File: src/design/queue_with_key_delete_top_macros.svh
// ----------------------------------------------------------------------------
// queue_with_key_delete_top_macros
// assertion macros used by the queue top design file
// ----------------------------------------------------------------------------
`ifndef QUEUE_WITH_KEY_DELETE_TOP_MACROS_SVH
`define QUEUE_WITH_KEY_DELETE_TOP_MACROS_SVH

// same-cycle implication under reset
`define QWKD_ASSERT_NOW(lbl, clk, rst, pre, post, msg) \
   lbl: assert property (@(posedge clk) disable iff (rst) (pre) |-> (post)) else $error(msg);

// next-cycle implication under reset
`define QWKD_ASSERT_NEXT(lbl, clk, rst, pre, post, msg) \
   lbl: assert property (@(posedge clk) disable iff (rst) (pre) |=> (post)) else $error(msg);

`endif

File: src/design/qwkd_pkg.sv
// ----------------------------------------------------------------------------
// qwkd_pkg
// shared types and constants of the ordered queue with key delete
// ----------------------------------------------------------------------------
package qwkd_pkg;

   localparam int CAPACITY_DEF   = 16;
   localparam int DATA_WIDTH_DEF = 32;
   localparam int IN_WIDTH       = 32;
   localparam int OCC_WIDTH      = 5;
   localparam int OP_WIDTH       = 2;
   localparam int STATUS_WIDTH   = 2;

   typedef enum logic [OP_WIDTH-1:0] {
      OP_APPEND = 2'd0,
      OP_HEAD   = 2'd1,
      OP_KEY    = 2'd2,
      OP_TAIL   = 2'd3
   } op_type;

   typedef enum logic [STATUS_WIDTH-1:0] {
      STS_OK       = 2'd0,
      STS_EMPTY    = 2'd1,
      STS_NOTFOUND = 2'd2,
      STS_FULL     = 2'd3
   } status_type;

   typedef struct packed {
      logic   mark;
      logic   apply;
      op_type op;
   } cell_ctl_type;

endpackage

File: src/design/qwkd_cell.sv
// ----------------------------------------------------------------------------
// qwkd_cell
// one queue slot: holds a word, marks itself for removal, shifts from its
// right neighbor and passes the found flag to the right
// ----------------------------------------------------------------------------
module qwkd_cell #(
   parameter int DATA_WIDTH = qwkd_pkg::DATA_WIDTH_DEF
) (
   input  logic                  clock,
   input  logic                  reset,
   input  qwkd_pkg::cell_ctl_type ctl,
   input  logic [DATA_WIDTH-1:0] word,
   input  logic                  prev_valid,
   input  logic                  found_in,
   input  logic                  next_valid,
   input  logic [DATA_WIDTH-1:0] next_data,
   output logic                  valid,
   output logic [DATA_WIDTH-1:0] data,
   output logic                  found_out,
   output logic [DATA_WIDTH-1:0] pick
);
   import qwkd_pkg::*;

   logic                  valid_ff;
   logic                  valid_in;
   logic [DATA_WIDTH-1:0] data_ff;
   logic [DATA_WIDTH-1:0] data_in;
   logic                  kill_ff;
   logic                  kill_in;
   logic                  first;

   assign found_out = found_in | kill_ff;
   assign first     = kill_ff & ~found_in;
   assign pick      = first ? data_ff : '0;
   assign valid     = valid_ff;
   assign data      = data_ff;

   always_comb begin
      kill_in  = kill_ff;
      valid_in = valid_ff;
      data_in  = data_ff;
      if (ctl.mark) begin
         case (ctl.op)
            OP_HEAD: kill_in = valid_ff;
            OP_TAIL: kill_in = valid_ff & ~next_valid;
            OP_KEY:  kill_in = valid_ff & (data_ff == word);
            default: kill_in = 1'b0;
         endcase
      end
      if (ctl.apply) begin
         kill_in = 1'b0;
         if (ctl.op == OP_APPEND) begin
            // first free slot takes the word
            if (!valid_ff && prev_valid) begin
               valid_in = 1'b1;
               data_in  = word;
            end
         end else if (found_out) begin
            valid_in = next_valid;
            data_in  = next_data;
         end
      end
   end

   always_ff @(posedge clock) begin
      if (reset) begin
         valid_ff <= 1'b0;
         kill_ff  <= 1'b0;
      end else begin
         valid_ff <= valid_in;
         kill_ff  <= kill_in;
      end
      data_ff <= data_in;
   end

endmodule

File: src/design/queue_with_key_delete_top.sv
// ----------------------------------------------------------------------------
// queue_with_key_delete_top
// ordered queue of signed words with append, remove head, remove tail and
// remove first match of a key, built as a row of shifting cells
// ----------------------------------------------------------------------------
//  channel  direction  tdata (low bit up)                tuser
//  req      in         value[31:0]                       operation[1:0]
//  rsp      out        removed_value[31:0], occupancy    status[1:0]
//
//  one item at a time: the transfer cycle marks the cells, the apply cycle
//  runs the found flag along the cell row and shifts or loads in place
//  a result waits in an output register; the apply cycle holds while it
//  is not taken
//  reset is synchronous; it clears the count, the slot valid bits and both
//  handshakes, slot words are left as they are
// ----------------------------------------------------------------------------
`include "queue_with_key_delete_top_macros.svh"

module queue_with_key_delete_top #(
   parameter int CAPACITY   = qwkd_pkg::CAPACITY_DEF,
   parameter int DATA_WIDTH = qwkd_pkg::DATA_WIDTH_DEF
) (
   input  logic        clock,
   input  logic        reset,
   input  logic        req_tvalid,
   output logic        req_tready,
   input  logic [31:0] req_tdata,   // value[31:0]
   input  logic [1:0]  req_tuser,   // operation[1:0]
   output logic        rsp_tvalid,
   input  logic        rsp_tready,
   output logic [39:0] rsp_tdata,   // removed_value[31:0], occupancy[36:32], zero pad
   output logic [1:0]  rsp_tuser    // status[1:0]
);
   import qwkd_pkg::*;

   localparam int CW = $clog2(CAPACITY + 1);

   typedef enum logic [1:0] {
      S_IDLE  = 2'b01,
      S_APPLY = 2'b10
   } state_type;

   state_type               state_ff;
   state_type               state_in;
   op_type                  op_ff;
   op_type                  op_in;
   logic [DATA_WIDTH-1:0]   word_ff;
   logic [DATA_WIDTH-1:0]   word_in;
   logic [CW-1:0]           count_ff;
   logic [CW-1:0]           count_in;
   logic                    rsp_valid_ff;
   logic                    rsp_valid_in;
   status_type              status_ff;
   status_type              status_in;
   logic [IN_WIDTH-1:0]     removed_ff;
   logic [IN_WIDTH-1:0]     removed_in;
   logic [OCC_WIDTH-1:0]    occ_ff;
   logic [OCC_WIDTH-1:0]    occ_in;

   logic                    accept;
   logic                    go;
   logic [DATA_WIDTH-1:0]   req_word;
   cell_ctl_type            ctl;
   logic [DATA_WIDTH-1:0]   cell_word;
   logic [CAPACITY-1:0]     valid_v;
   logic [DATA_WIDTH-1:0]   data_v  [CAPACITY];
   logic [DATA_WIDTH-1:0]   pick_v  [CAPACITY];
   logic [CAPACITY:0]       found_v;
   logic [DATA_WIDTH-1:0]   pick_or;
   logic                    hit;

   assign req_tready = (state_ff == S_IDLE) & ~reset;
   assign accept     = req_tvalid & req_tready;
   assign go         = (state_ff == S_APPLY) & (~rsp_valid_ff | rsp_tready);
   assign req_word   = DATA_WIDTH'($signed(req_tdata));

   assign ctl.mark  = accept;
   assign ctl.apply = go;
   assign ctl.op    = (state_ff == S_IDLE) ? op_type'(req_tuser) : op_ff;
   assign cell_word = (state_ff == S_IDLE) ? req_word : word_ff;

   assign found_v[0] = 1'b0;

   for (genvar i = 0; i < CAPACITY; i++) begin : g_cell
      logic                  prev_v;
      logic                  next_v;
      logic [DATA_WIDTH-1:0] next_d;
      if (i == 0) begin : g_head
         assign prev_v = 1'b1;
      end else begin : g_mid
         assign prev_v = valid_v[i-1];
      end
      if (i == CAPACITY - 1) begin : g_last
         assign next_v = 1'b0;
         assign next_d = '0;
      end else begin : g_next
         assign next_v = valid_v[i+1];
         assign next_d = data_v[i+1];
      end
      qwkd_cell #(
         .DATA_WIDTH (DATA_WIDTH)
      ) u_cell (
         .clock      (clock),
         .reset      (reset),
         .ctl        (ctl),
         .word       (cell_word),
         .prev_valid (prev_v),
         .found_in   (found_v[i]),
         .next_valid (next_v),
         .next_data  (next_d),
         .valid      (valid_v[i]),
         .data       (data_v[i]),
         .found_out  (found_v[i+1]),
         .pick       (pick_v[i])
      );
   end

   assign hit = found_v[CAPACITY];

   always_comb begin
      pick_or = '0;
      for (int i = 0; i < CAPACITY; i++) begin
         pick_or = pick_or | pick_v[i];
      end
   end

   always_comb begin
      state_in     = state_ff;
      op_in        = op_ff;
      word_in      = word_ff;
      count_in     = count_ff;
      rsp_valid_in = rsp_valid_ff & ~rsp_tready;
      status_in    = status_ff;
      removed_in   = removed_ff;
      occ_in       = occ_ff;
      unique case (state_ff)
         S_IDLE: begin
            if (accept) begin
               op_in    = op_type'(req_tuser);
               word_in  = req_word;
               state_in = S_APPLY;
            end
         end
         S_APPLY: begin
            if (go) begin
               removed_in = '0;
               if (op_ff == OP_APPEND) begin
                  if (count_ff == CW'(CAPACITY)) begin
                     status_in = STS_FULL;
                  end else begin
                     status_in = STS_OK;
                     count_in  = count_ff + CW'(1);
                  end
               end else if (count_ff == '0) begin
                  status_in = STS_EMPTY;
               end else if (hit) begin
                  status_in  = STS_OK;
                  removed_in = IN_WIDTH'(pick_or);
                  count_in   = count_ff - CW'(1);
               end else begin
                  status_in = STS_NOTFOUND;
               end
               occ_in       = OCC_WIDTH'(count_in);
               rsp_valid_in = 1'b1;
               state_in     = S_IDLE;
            end
         end
         default: state_in = S_IDLE;
      endcase
   end

   always_ff @(posedge clock) begin
      if (reset) begin
         state_ff     <= S_IDLE;
         count_ff     <= '0;
         rsp_valid_ff <= 1'b0;
      end else begin
         state_ff     <= state_in;
         count_ff     <= count_in;
         rsp_valid_ff <= rsp_valid_in;
      end
      op_ff      <= op_in;
      word_ff    <= word_in;
      status_ff  <= status_in;
      removed_ff <= removed_in;
      occ_ff     <= occ_in;
   end

   assign rsp_tvalid = rsp_valid_ff;
   assign rsp_tuser  = status_ff;
   assign rsp_tdata  = {3'b000, occ_ff, removed_ff};

   `QWKD_ASSERT_NOW(a_count_bound, clock, reset, 1'b1, count_ff <= CW'(CAPACITY), "count overflow")
   `QWKD_ASSERT_NOW(a_ones, clock, reset, 1'b1, $countones(valid_v) == int'(count_ff), "valid bits")
   `QWKD_ASSERT_NEXT(a_one_item, clock, reset, accept, !req_tready, "input not held off")

endmodule
File: config.mk
export PLATFORM = sky130hd
export DESIGN_NAME = queue_with_key_delete_top
export DESIGN_NICKNAME = d
export VERILOG_FILES = /design/src/design/qwkd_pkg.sv /design/src/design/qwkd_cell.sv /design/src/design/queue_with_key_delete_top.sv
export VERILOG_INCLUDE_DIRS = /design/src /design/src/design
export SDC_FILE = /design/constraint.sdc
export NUM_CORES = 1
export LEC_CHECK = 0
export BUFFER_PORTS_ARGS = -buffer_cell sky130_fd_sc_hd__buf_2
export CELL_PAD_IN_SITES_DETAIL_PLACEMENT = 0
export CELL_PAD_IN_SITES_GLOBAL_PLACEMENT = 1
export CORE_ASPECT_RATIO = 1.2
export CORE_MARGIN = 10
export CORE_UTILIZATION = 53
export CTS_CLUSTER_DIAMETER = 200
export DETAILED_ROUTE_END_ITERATION = 6
export GPL_TIMING_DRIVEN = 0
export PLACE_DENSITY = 0.88
export SLEW_MARGIN = 20
export SYNTH_ARGS = -nofsm -noshare
export SYNTH_HDL_FRONTEND = slang
export SYNTH_HIERARCHICAL = 1
export SYNTH_SLANG_ARGS = --single-unit
export TNS_END_PERCENT = 5
File: constraint.sdc
create_clock -name clock -period 5.9 [get_ports clock]
set_input_delay 1.18 -clock clock [delete_from_list [all_inputs] [get_ports clock]]
set_output_delay 1.18 -clock clock [all_outputs]
set_load 0.02 [all_outputs]
==> flow_metrics.tcl, run 1 <==
set metrics [dict create \
    fmax_mhz 172 \
    tritoncts "built" \
    synth.avg_cell_area_sq_um 12.5 \
    crit_path_max_incr_delay_ns 0.34 \
    required_ns 6.23 \
    cts_buffers 70 \
    min_path_type "register to register" \
    power_leakage_uw 0.0139 \
    antenna_found_initial 3 \
    first_pass_iters 6 \
    crit_type "register to register" \
    finalMaxSlewViolations 0 \
    rows 106 \
    grt_pass1_wl_um 166000 \
    synth_seq_cells 625 \
    critical_path_depth 21 \
    synthCells 2982 \
    reg2reg_slack_ns 0.08 \
    nNetsFinal 3236 \
    vias 24900 \
    finalHoldWorstSlack_ns 0.494 \
    finalSetupViolCount 0 \
    fin_crit_sh 0.986 \
    grt_max_degree 78 \
    hold_buffers 0 \
    period_needed_ns 5.82 \
    port-buffer-count 78 \
    yosysSeqAreaShare 0.494 \
    place_hpwl_um 88700 \
    clkLatencyLatePin_ns 0.63 \
    powerDensity_nw_per_um2 260 \
    grt_usage 0.279 \
    endpoint_kind "register" \
    rr_worst_depth 21 \
    path_cells "or2_1 > or2_1 > or2_1 > or2_1 > or2_1 > or2_1 > or2_1 > or2_1 > or2_1 > or2_1 > or2_1 > or2_1 > or2_1 > or2_1 > or2_4 > or2_4 > o21a_1 > and2_0 > buf_2 > buf_4 > and2_1" \
    clock-sinks 625 \
    hold_depth 2 \
    cts.clk_slew.worst_paths_ns 0.06 \
    yosysUniqueCellTypes 47 \
    die_h_um 310 \
    first_global_vias 25600 \
    gr-total-overflow 0 \
    rsz0062_at_grt "false" \
    cts.path.max_buffers 3 \
    synthArstFlopShare 0 \
    worst_pin_slew_ns 1.25 \
    die_w_um 262 \
    outcome "completed" \
    start_util 0.534 \
    wirelength_um 114000 \
    yosysWarnings 6 \
    max_cap_violations 0 \
    max_slew_margin 0.157 \
    ant_nets 0 \
    route.detailed.drc 0 \
    h-tree-depth 3 \
    antenna_cells 0 \
    drive_gt1_frac 0.265 \
    finalHoldViolCount 0 \
    cp_num_buf_inv 2 \
    area_growth_pct 12.9 \
    place_ws_ns -0.348 \
    die-area_sq_um 81200 \
    routed_via_density 5.97 \
    crit_arrival_ns 6.15 \
    synth-edff-count 585 \
    clock_skew_ns 0.0258 \
    syn-cell-area_sq_um 37200 \
    boundaryPins 82 \
    gp_congestion 0.967 \
    crit_top_cell "or2_1" \
    ys.flop_type "edfxtp_1" \
    cp_max_fo 10 \
    core-area_sq_um 69600 \
    cp_slowest_cell "or2_4" \
    fin_ws_ns 0.0825 \
    wire_per_inst_um 27.3 \
    start_kind "register" \
    crit_family "simple AND/OR/NAND/NOR gates" \
    drt-initial-drc-count 1823 \
    cts_root_buf "clkbuf_16" \
    peakVddDrop_uv 293 \
]
## worst register-to-register path, cell delays in order, from the launching register on
cell	delay [ns]
dfxtp_1	0.31
or2_1	0.26
or2_1	0.26
or2_1	0.26
or2_1	0.26
or2_1	0.26
or2_1	0.25
or2_1	0.26
or2_1	0.26
or2_1	0.25
or2_1	0.26
or2_1	0.28
or2_1	0.26
or2_1	0.25
or2_1	0.25
or2_4	0.27
or2_4	0.35
o21a_1	0.16
and2_0	0.13
buf_2	0.21
buf_4	0.23
and2_1	0.24
## cells in the mapped netlist, drive strengths merged (2+ instances only)
library cell | number | area, sq um
edfxtp | 585 | 17600
and2 | 547 | 3420
mux2 | 546 | 6150
xnor2 | 513 | 4490
nand4 | 160 | 1000
nor4 | 160 | 1000
buf | 56 | 418
clkbuf | 55 | 206
dfxtp | 40 | 801
nor2b | 36 | 225
nor3 | 33 | 165
nand2 | 23 | 86.3
o21ai | 21 | 105
inv | 20 | 75.1
nor2 | 20 | 115
nand3b | 18 | 135
a41oi | 17 | 149
o211a | 17 | 170
or4b | 17 | 170
a21boi | 16 | 120
a31o | 16 | 140
nand4b | 16 | 140
or2 | 16 | 100
a21oi | 7 | 35.0
nand2b | 3 | 18.8
or3 | 3 | 18.8
a32oi | 2 | 17.5
conb | 2 | 7.51
ha | 2 | 25.0
nand3 | 2 | 10.0
nor3b | 2 | 15.0
or4 | 2 | 15.0
## registers in the layout, summed over array words and instances (netlist names)
signal	flops
occ_ff	5
op_ff	2
removed_ff	32
state_ff	2
rsp_tuser	2
rsp_tvalid	1
g_cell.u_cell/data	512
g_cell.u_cell/kill_ff	16
count_ff	5
g_cell.u_cell/valid	16
word_ff	32
## power by group
| part | total, uW | internal [uW] | switching (uW) | leakage, uW |
|---|---|---|---|---|
| Sequential | 4950 | 4920 | 27.6 | 0.00567 |
| Combinational | 1580 | 657 | 923 | 0.00716 |
| Clock | 4380 | 2570 | 1810 | 0.00111 |
## logic make-up after synthesis
family,Yosys count,synth area share
AND/OR/NAND/NOR,1059,0.179
flip-flops,625,0.494
multiplexers,547,0.166
XOR/XNOR,514,0.121
buffers and inverters,131,0.0188
AO/OA/AOI/OAI,102,0.0212
adder cells (fa/ha/maj),2,0.000673
other,2,0.000202
## cell usage in the layout, fill, tap and decap left out, types with 9 or more instances in the layout
cell       instances
a41oi_1           17
nand3b_1          18
nor2_2            16
mux2_2           544
a21boi_4          16
a31o_2            16
nand4b_1          16
buf_4             55
or2_1             14
o211a_1           17
buf_2             80
clkinv_1          13
nor2b_1           35
dfxtp_1           40
and2_1           544
o21ai_1           16
conb_1            40
clkbuf_1          68
buf_16            19
xnor2_1          513
nor3_1            33
edfxtp_1         585
clkinv_2           9
or4b_1            17
nand2_1           23
inv_1             19
clkbuf_16         74
nand4_1          160
nor4_1           158
## metal layers
metal / global-route usage / vias up / wire (um) / part of all wire
met5: 0 / - / 17 / 0.00015
met1: 0.309 / 12300 / 41600 / 0.37
li1: - / 11400 / - / -
met3: 0.0344 / 304 / 5540 / 0.049
met4: 0.235 / 2 / 10800 / 0.095
met2: 0.474 / 856 / 55800 / 0.49
## cell type report
type	instances	area, sq um
tap	918	1150
sequential	625	18400
fill	5607	27600
timing repair buffer	104	1010
clock inverter	30	278
clock buffer	96	1980
buffer	111	637
multi-input combinational	2264	18500
inverter	20	77.6
## through the flow
step / std cells / util / power, uW / area [sq um] / setup TNS [ns]
CTS: 4166 / 0.602 / 11000 / 41900 / 0
floorplan: 3020 / - / 6110 / 37300 / 0
finish: 4168 / 0.603 / 10900 / 42000 / 0
detailed placement: 4040 / 0.570 / 6590 / 39700 / -8.99
global route: 4168 / 0.603 / 11200 / 42000 / 0
global placement: 4016 / 0.558 / 6530 / 38900 / -713.37
## timing repair
| action | 4_1_cts | 5_1_grt |
|---|---|---|
| gates resized for setup | 9 | 6 |
| pin swaps | 0 | 1 |
| setup buffers | 0 | 2 |
| endpoints found under the setup margin | 31 | 30 |
## path summary, 6_finish.rpt
check	startpoint	end
hold reg to reg	state_ff[1]	rsp_tvalid
hold / removal	state_ff[1]	rsp_tvalid
setup / recovery	g_cell[0].u_cell/kill_ff	removed_ff[17]
setup reg to reg	g_cell[0].u_cell/kill_ff	removed_ff[17]
(Power assumes the default switching activity.)
==> run 2, diff against run 1 <==
Settings changed: REMOVE_ABC_BUFFERS set to 1.
==> run 2 against run 1 <==
- register-to-register slack better by 0.13 ns
- sequential share of layout area is 0.17 points higher
- worst setup slack better by 0.13 ns
- fmax is 2.3% higher
- sequential power hardly changed
- die area stayed put
- final cell count is 2.2% lower
- largest power group unchanged
- largest cell class unchanged
- count of clock-buffer cells in the layout is 7 lower
- clock power is 6.8% lower
==> flow_metrics.tcl, run 2 (synthesis gave the netlist of run 1 again) <==
set metrics [dict create \
    crit_arrival_ns 6.04 \
    h-tree-depth 3 \
    final_area_sq_um 41800 \
    multi_input_area_sq_um 18600 \
    clkLatencyLatePin_ns 0.62 \
    die-area_sq_um 81200 \
    worst_pin_slew_ns 1.03 \
    finalSetupViolCount 0 \
    min_path_type "register to register" \
    totalNegativeSetupSlack_ns 0 \
    fmax_mhz 176 \
    power_leakage_uw 0.0137 \
    nNetsFinal 3148 \
    first_pass_iters 5 \
    boundaryPins 82 \
    cts_root_buf "clkbuf_16" \
    required_ns 6.26 \
    max_cap_violations 0 \
    clock-sinks 625 \
    antenna_cells 0 \
    place_ws_ns -0.0500 \
    drt-initial-drc-count 1531 \
    cts.clk_slew.worst_paths_ns 0.06 \
    period_needed_ns 5.68 \
    wirelength_um 88600 \
    final-seq-area_sq_um 18400 \
    final_common_cell "edfxtp_1" \
    rsz0062_at_grt "true" \
    wire_per_inst_um 21.7 \
    fin_ws_ns 0.216 \
    drive_gt1_frac 0.265 \
    finalMaxSlewViolations 0 \
    crit_type "register to register" \
    start_kind "register" \
    cts.path.max_buffers 3 \
    die_h_um 310 \
    fin_crit_sh 0.963 \
    antenna_found_initial 2 \
    grt_usage 0.215 \
    finalHoldViolCount 0 \
    vias 23700 \
    rows 106 \
    final_util 0.601 \
    clock_skew_ns 0.0194 \
    fill_cells 5383 \
    routed_via_density 5.81 \
    die_w_um 262 \
    area_growth_pct 12.5 \
    tritoncts "built" \
    gr-total-overflow 0 \
    max_slew_margin 0.316 \
    core-area_sq_um 69600 \
    gp_congestion 0.910 \
    largest_reg_flops 512 \
    ant_nets 0 \
    peakVddDrop_uv 253 \
    outcome "completed" \
    endpoint_kind "register" \
    place_area_sq_um 39700 \
    powerDensity_nw_per_um2 250 \
    grt_max_degree 65 \
    total_power_uw 10400 \
    hold_buffers 0 \
    first_global_vias 24200 \
    cts_buffers 67 \
    place_hpwl_um 65500 \
    grt_pass1_wl_um 137000 \
    port-buffer-count 78 \
    final_cell_mix "edfxtp_1, mux2_2, and2_1" \
    start_util 0.534 \
    route.detailed.drc 0 \
    cp_max_fo 34 \
]
==> run 2: cell count changes in the layout (fill, tap and decap cells not counted), sizes merged <==
cell / delta
clkbuf: -59
clkinv: -1
buf: -33
bufinv: -2
inv: +1
clkinvlp: +4
==> run 2: power by group <==
group          internal [uW]  switching (uW)
registers               4920            28.2
clock network           2300            1770
logic                    675             750
==> run 2: cell type report <==
type | instances | share of cell area
multi-input cells | 2264 | 0.445
inverters | 20 | 0.00185
clock buffers | 89 | 0.0433
repair buffers | 130 | 0.0371
well taps | 918 | 0.0275
flip-flops and latches | 625 | 0.439
clock inverters | 32 | 0.00631
==> run 2: layer usage <==
metal	track usage	up-vias	wire length, um
li1	-	11300	-
met1	0.271	11700	36500
met2	0.372	605	44800
met3	0.0338	129	5030
met4	0.0683	4	2240
met5	0	-	23
==> run 2: through the flow <==
| step | cells | hold slack, ns |
|---|---|---|
| detailed placement | 3957 | 0.525 |
| CTS | 4078 | 0.540 |
| finish | 4078 | 0.547 |
| floorplan | 2909 | 0.452 |
| global route | 4078 | 0.554 |
| global placement | 3905 | 0.470 |
==> run 2: what timing repair did <==
action	4_1_cts	5_1_grt
endpoints found under the setup margin	3	36
gates resized for setup	1	3
setup buffers	0	0
==> run 2: critical path, cell delays in order, from the launching register on <==
cell,delay [ns]
dfxtp_1,0.32
or2_1,0.27
or2_1,0.26
or2_1,0.27
or2_1,0.27
or2_1,0.26
or2_1,0.26
or2_1,0.27
or2_1,0.26
or2_1,0.28
or2_1,0.27
or2_1,0.26
or2_1,0.26
or2_1,0.26
or2_1,0.26
or2_1,0.28
or2_4,0.33
o21a_1,0.16
and2_4,0.29
a32oi_2,0.23
mux2i_1,0.09
==> run 2: worst paths after layout <==
| kind | cells after the start | slack [ns] | start | end |
|---|---|---|---|---|
| setup reg to reg | 20 | 0.22 | g_cell[0].u_cell/kill_ff | occ_ff[3] |
| hold reg to reg | 2 | 0.55 | state_ff[1] | rsp_tvalid |
| setup / recovery | 20 | 0.22 | g_cell[0].u_cell/kill_ff | occ_ff[3] |
| hold / removal | 2 | 0.55 | state_ff[1] | rsp_tvalid |
